==> config.mk <==
export PLATFORM = sky130hd
export DESIGN_NAME = rsa_stack
export DESIGN_NICKNAME = d
export VERILOG_FILES = /design/src/sv/rsa_pkg.sv /design/src/sv/rsa_stack.sv
export SDC_FILE = /design/constraint.sdc
export NUM_CORES = 1
export LEC_CHECK = 0
export BUFFER_PORTS_ARGS = -buffer_cell sky130_fd_sc_hd__buf_4
export CAP_MARGIN = 15
export CORE_ASPECT_RATIO = 2
export CORE_MARGIN = 2
export CORE_UTILIZATION = 50
export CTS_BUF_LIST = sky130_fd_sc_hd__clkbuf_8
export DETAILED_ROUTE_END_ITERATION = 10
export MAX_ROUTING_LAYER = met4
export PLACE_DENSITY = 0.64
export SYNTH_ARGS = -nofsm -noshare
export SYNTH_HDL_FRONTEND = slang
export SYNTH_SLANG_ARGS = --single-unit
==> constraint.sdc <==
create_clock -name clk -period 48.9 [get_ports clk]
set_input_delay 9.78 -clock clk [delete_from_list [all_inputs] [get_ports clk]]
set_output_delay 9.78 -clock clk [all_outputs]
set_load 0.01 [all_outputs]
==> src/sv/rsa_pkg.sv <==
`timescale 1ns / 1ps

package rsa_pkg;

  // Field widths
  localparam int WORD_W    = 32;
  localparam int OPERAND_W = 31;
  localparam int REQ_W     = 2;
  localparam int OP_W      = 2;
  localparam int STS_W     = 3;
  localparam int MODE_W    = 2;
  localparam int ADDR_W    = 3;
  localparam int PDATA_W   = 32;

  localparam int STACK_DEPTH_DEF = 16;

  // Request types (code 3 behaves as finish)
  localparam logic [REQ_W-1:0] REQ_PUSH   = 2'd0;
  localparam logic [REQ_W-1:0] REQ_OPER   = 2'd1;
  localparam logic [REQ_W-1:0] REQ_FINISH = 2'd2;

  // Operator codes
  localparam logic [OP_W-1:0] OP_ADD = 2'd0;
  localparam logic [OP_W-1:0] OP_SUB = 2'd1;
  localparam logic [OP_W-1:0] OP_MUL = 2'd2;
  localparam logic [OP_W-1:0] OP_BAD = 2'd3;

  // Result status codes
  localparam logic [STS_W-1:0] ST_OK    = 3'd0;
  localparam logic [STS_W-1:0] ST_UNDER = 3'd1;
  localparam logic [STS_W-1:0] ST_OVF   = 3'd2;
  localparam logic [STS_W-1:0] ST_BADOP = 3'd3;
  localparam logic [STS_W-1:0] ST_FULL  = 3'd4;

  // Word width modes (code 3 behaves as 32 bits)
  localparam logic [MODE_W-1:0] MODE_8  = 2'd0;
  localparam logic [MODE_W-1:0] MODE_16 = 2'd1;
  localparam logic [MODE_W-1:0] MODE_32 = 2'd2;

  // Register addresses
  localparam logic [ADDR_W-1:0] ADDR_WIDTH_MODE = 3'd0;

  // Stack update request from the ALU
  typedef struct packed {
    logic              push;
    logic              merge;   // pop two, push result
    logic              clear;
    logic [WORD_W-1:0] data;
  } stk_cmd_t;

  // Stack occupancy flags
  typedef struct packed {
    logic full;
    logic has1;
    logic has2;
  } stk_sts_t;

  // Sign-extend the low word of v per width mode
  function automatic logic [WORD_W-1:0] sext_word(input logic [WORD_W-1:0] v,
                                                  input logic [MODE_W-1:0] mode);
    logic [WORD_W-1:0] r;
    case (mode)
      MODE_8:  r = {{24{v[7]}}, v[7:0]};
      MODE_16: r = {{16{v[15]}}, v[15:0]};
      default: r = v;
    endcase
    return r;
  endfunction

  // True when a 64-bit signed value fits the signed word range
  function automatic logic fits_word(input logic [63:0] r,
                                     input logic [MODE_W-1:0] mode);
    logic ok;
    case (mode)
      MODE_8:  ok = (&r[63:7])  | ~(|r[63:7]);
      MODE_16: ok = (&r[63:15]) | ~(|r[63:15]);
      default: ok = (&r[63:31]) | ~(|r[63:31]);
    endcase
    return ok;
  endfunction

endpackage

==> src/sv/rsa_stack.sv <==
`timescale 1ns / 1ps

// Operand stack as a row of shifting entries; entry 0 is top of stack.
module rsa_stack #(
  parameter int STACK_DEPTH = rsa_pkg::STACK_DEPTH_DEF
) (
  input  logic                        clk,
  input  logic                        rst_n,
  input  logic                        upd_en,
  input  rsa_pkg::stk_cmd_t           cmd,
  output logic [rsa_pkg::WORD_W-1:0]  tos,
  output logic [rsa_pkg::WORD_W-1:0]  nos,
  output rsa_pkg::stk_sts_t           sts
);

  localparam int CNT_W = $clog2(STACK_DEPTH + 1);

  logic [rsa_pkg::WORD_W-1:0] stk_r [STACK_DEPTH];
  logic [CNT_W-1:0]           cnt_r;
  logic [CNT_W-1:0]           cnt_nxt;

  // Entry count
  always_comb begin
    cnt_nxt = cnt_r;
    if (upd_en) begin
      if (cmd.clear) begin
        cnt_nxt = '0;
      end else if (cmd.push) begin
        cnt_nxt = cnt_r + CNT_W'(1);
      end else if (cmd.merge) begin
        cnt_nxt = cnt_r - CNT_W'(1);
      end
    end
  end

  always_ff @(posedge clk) begin
    if (!rst_n) begin
      cnt_r <= '0;
    end else begin
      cnt_r <= cnt_nxt;
    end
  end

  // Entries: push shifts down, merge shifts up under the new top
  always_ff @(posedge clk) begin
    if (upd_en && !cmd.clear && (cmd.push || cmd.merge)) begin
      stk_r[0] <= cmd.data;
      if (cmd.push) begin
        for (int i = 1; i < STACK_DEPTH; i++) begin
          stk_r[i] <= stk_r[i-1];
        end
      end else begin
        for (int i = 1; i < STACK_DEPTH - 1; i++) begin
          stk_r[i] <= stk_r[i+1];
        end
      end
    end
  end

  assign tos      = stk_r[0];
  assign nos      = stk_r[1];
  assign sts.full = (cnt_r == CNT_W'(STACK_DEPTH));
  assign sts.has1 = (cnt_r != '0);
  assign sts.has2 = (cnt_r >= CNT_W'(2));

endmodule

==> impl_summary.md <==
Placement
The number of I/O port buffers is 104. After detailed placement, the design holds a cell count of between 1500 and 2000. The worst setup slack after placement is 36.06 ns.

The final weighted congestion in routability-driven placement is 0.703. In this run the cell area measured after placement is 22400 um^2. The wire-length estimate of the detail-placed layout is 19000 um.

Yosys
Of the total synthesized cell area, the portion taken by XOR and XNOR cells is 0.000401. The Yosys step of the flow raised 0 warnings. After synthesis, the cell types taking the most area are edfxtp_1, mux2_2, nand2_1.

The number of different library cells in the post-synthesis netlist is 40. Of the post-synthesis cell area, the dominant cell type holds 0.703. The basic-gate share of the synthesized area counting and, or, nand and nor cells is 0.0897. edfxtp_1 takes more of the synthesized area than any other cell. The area share of fa/ha/maj cells after synthesis is 0.00263. The total nets after synthesis is 1497. The proportion of synthesized flip-flops having asynchronous set or reset is 0.

The number of enable-type register cells in the synthesized netlist is between 500 and 600. Counting every instance in the synthesized netlist gives roughly 1500. The share of the synthesized area in compound gates (AO/OA/AOI/OAI) was 0.00355. Of the post-synthesis cell area, the part taken by muxes is 0.148. The mean cell area of the mapped netlist is 15.0 um^2. The sequential share of the synthesized area is 0.708. The dominant combinational cell family by area after synthesis is multiplexers. The synthesized design contains 517 register bits.

The most used flip-flop cell after synthesis is edfxtp_1. By count the netlist is led by edfxtp_1, nand2_1, mux2_2. Among all cell types in the netlist, the one instantiated most often is edfxtp_1. The mapped netlist covers ~22000 um^2.

Worst hold path
The worst hold path stage count is 0. The worst min-delay path class is reg -> reg. The startpoint of the tightest hold check path is stk_r[1][217].

The worst hold path terminates at stk_r[1][249].

GRT
The number of antenna violations at the first check in global routing came to 1. The wire length of the first global-routing pass is 55900 um. The final global-route overflow total is 0.

The via count of the first global-routing pass came to ~11000. For this run, the total global-route usage over all layers was measured as 0.151. The pin count of the biggest net entering global routing is 212.

Final layout
In the final layout, the share of cells above drive strength 1 is 0.292. The filler cells instantiated in the layout total 3556. The area of the multi-input gates is 5370 um^2. The post-route standard cell area excluding fillers is 23700 um^2. The signed area change from the synthesized netlist to the final layout is 8.29%. The filler-free cell count of the finished design is approximately 2100. At the end of the flow, the number of nets in the layout was approximately 1600. The sequential cell area is between 15000 and 20000 um^2.

Route
The final route contains 10900 vias. After the first detailed-routing iteration, the DRC count stood at 725. The number of DRC violations after detailed routing is 0. The average wire per standard cell is approximately 16 um. Using the TritonRoute via totals, the vias-per-cell ratio works out to 5.18.

The antenna violation net count after detailed routing is 0. The detailed-route wire length is around 34000 um. The first TritonRoute pass finished after 5 iterations.

STA
The normalized max-slew margin is 0.218. Setup repair after global routing left no endpoint under its margin. The total negative slack for setup checks is 0 ns.

The post-layout minimum cycle time is 12.19 ns. Timing would allow up to 82.0 MHz. The number of pins with negative max-slew slack in the final report came to 0. For the final database, setup skew stands at 0.0230 ns.

The setup slack of the critical path after layout is 36.71 ns. The transition at the pin with the smallest max-transition slack is about 1.2 ns. The number of failing hold endpoints at the final stage is 0. The final period utilization is 0.249. Final hold analysis gives a worst-case slack of approximately 0.45 ns. The final-report setup violation count is 0.

Power and ir drop
The maximum vdd drop is 0.0275 mV. The cell area power density is 36.4 nW/um^2. The leakage power figure is between 0.008 and 0.009 uW.

Flow run
Max-cap violations in this run came to 0.

Setup path
The number of buffers and inverters on the critical path is 3. The path type of the worst setup path is in -> reg. The critical path's most frequent cell is buf_4. Walking the worst path, the cells encountered are buf_4 -> nand2b_4 -> nor3b_4 -> buf_12 -> buf_4 -> mux2_2. In this run the critical register-to-register path is captured at cnt_r[4]. The family with the most delay on the worst path is buffers and inverters. The worst setup path is launched from an input pin. The worst setup path is captured at a register. The data arrival time of the worst path is 12.54 ns. For this design, the slowest cell found on the critical path is buf_4. The worst register-to-register path has a setup slack of 46.86 ns.

The largest fanout on the critical path is between 200 and 250. The number of cell instances on the worst register-to-register path is 5. The peak per-stage delay on the critical path is 0.89 ns. STA puts the critical path data required time at 49.25 ns. The critical register-to-register path startpoint is cnt_r[0].

Clock tree
The clock sink total is 517. The CTS buffer count is 72. The clock passes through at most 3 buffers.

TritonCTS built the clock tree. In this run the number of H-tree levels came out at 3. The number of resized instances in the post-cts repair step is 0.

The source-to-sink clock delay at the later pin of the worst-skew pair is around 0.62 ns. After clock tree synthesis, the flow added hold-fix buffers numbering 0. Post-CTS timing repair inserted 0 buffers for setup. The clock root buffer is clkbuf_8.

The clock slew at the register clock pins of the worst setup and hold paths is 0.07 ns.

Floorplan
The die outline width is 152 um. After floorplanning, the core was sized to cover 43200 um^2. The floorplan has 108 rows.

From bottom edge to top edge, the die measures approximately 300 um. The initial utilization of the core area, before any placement, comes to 0.506. Pin placement for this block handled between 100 and 150 I/O pins. The overall die area is 45500 um^2.

Status
The run finished with clean final reports.
## state kept, by name, indices dropped and copies added (netlist names)
| register | flops |
|---|---|
| cnt_r | 5 |
| stk_r | 512 |
## worst reg2reg max path, delay by kind of cell, from the launching register on
| kind | cells | cell delay [ns] |
|---|---|---|
| compound gates | 1 | 0.27 |
| fa+ha+maj | 1 | 0.45 |
| flops | 1 | 0.37 |
| simple gates | 3 | 0.84 |
## worst max path at each step
stage / start / to / cells after the start
2_1_floorplan: cmd[32] / cnt_r[4] / 4
3_3_place_gp: cmd[32] / stk_r[0][40] / 6
3_5_place_dp: cmd[32] / stk_r[0][74] / 6
4_1_cts: cmd[32] / stk_r[0][102] / 6
5_1_grt: cmd[32] / stk_r[0][102] / 6
6_report: cmd[32] / stk_r[1][42] / 6
## routing by layer
metal	vias up	track usage	routed length, um
li1	5267	-	-
met1	5390	0.203	15300
met2	216	0.231	16300
met3	55	0.0337	1430
met4	0	0.0501	702
met5	-	-	0
## final cells by class
| cell class | instances | area share |
|---|---|---|
| flip-flops and latches | 517 | 0.653 |
| multi-input cells | 805 | 0.227 |
| clock buffers | 75 | 0.0436 |
| repair buffers | 114 | 0.0380 |
| well taps | 550 | 0.0291 |
| clock inverters | 47 | 0.00835 |
| inverters | 2 | 0.000528 |
| diodes | 1 | 0.000106 |
## per-stage QoR
step           total power [uW]  utilization
6_report                    863        0.548
5_1_grt                     899        0.548
4_1_cts                     876        0.547
3_5_place_dp                574        0.518
3_3_place_gp                571        0.518
2_1_floorplan               572            -
## cell usage in the layout, fill, tap and decap left out, types with 2 or more instances in the layout
cell type	instances
edfxtp_1	512
nand2_1	480
mux2_2	246
buf_4	111
clkbuf_8	75
mux2_1	42
clkinv_1	24
inv_1	15
clkinv_2	5
dfxtp_1	5
clkinvlp_4	4
nor2b_1	3
ha_1	3
nor2_4	2
and2_1	2
a22oi_1	2
a21oi_1	2
buf_12	2
## kinds of logic after synthesis
group,Yosys count
flops,517
simple gates,502
mux,288
buf+inv,133
compound gates,10
fa+ha+maj,4
xor+xnor,1
## report_power, final
group          internal, uW  switching [uW]  leakage [uW]  total (uW)
sequential              509            9.12       0.00480         518
clock                   142             158      0.000672         299
combinational          20.6            24.5       0.00312        45.1
Power figures use the tool's default switching activity.
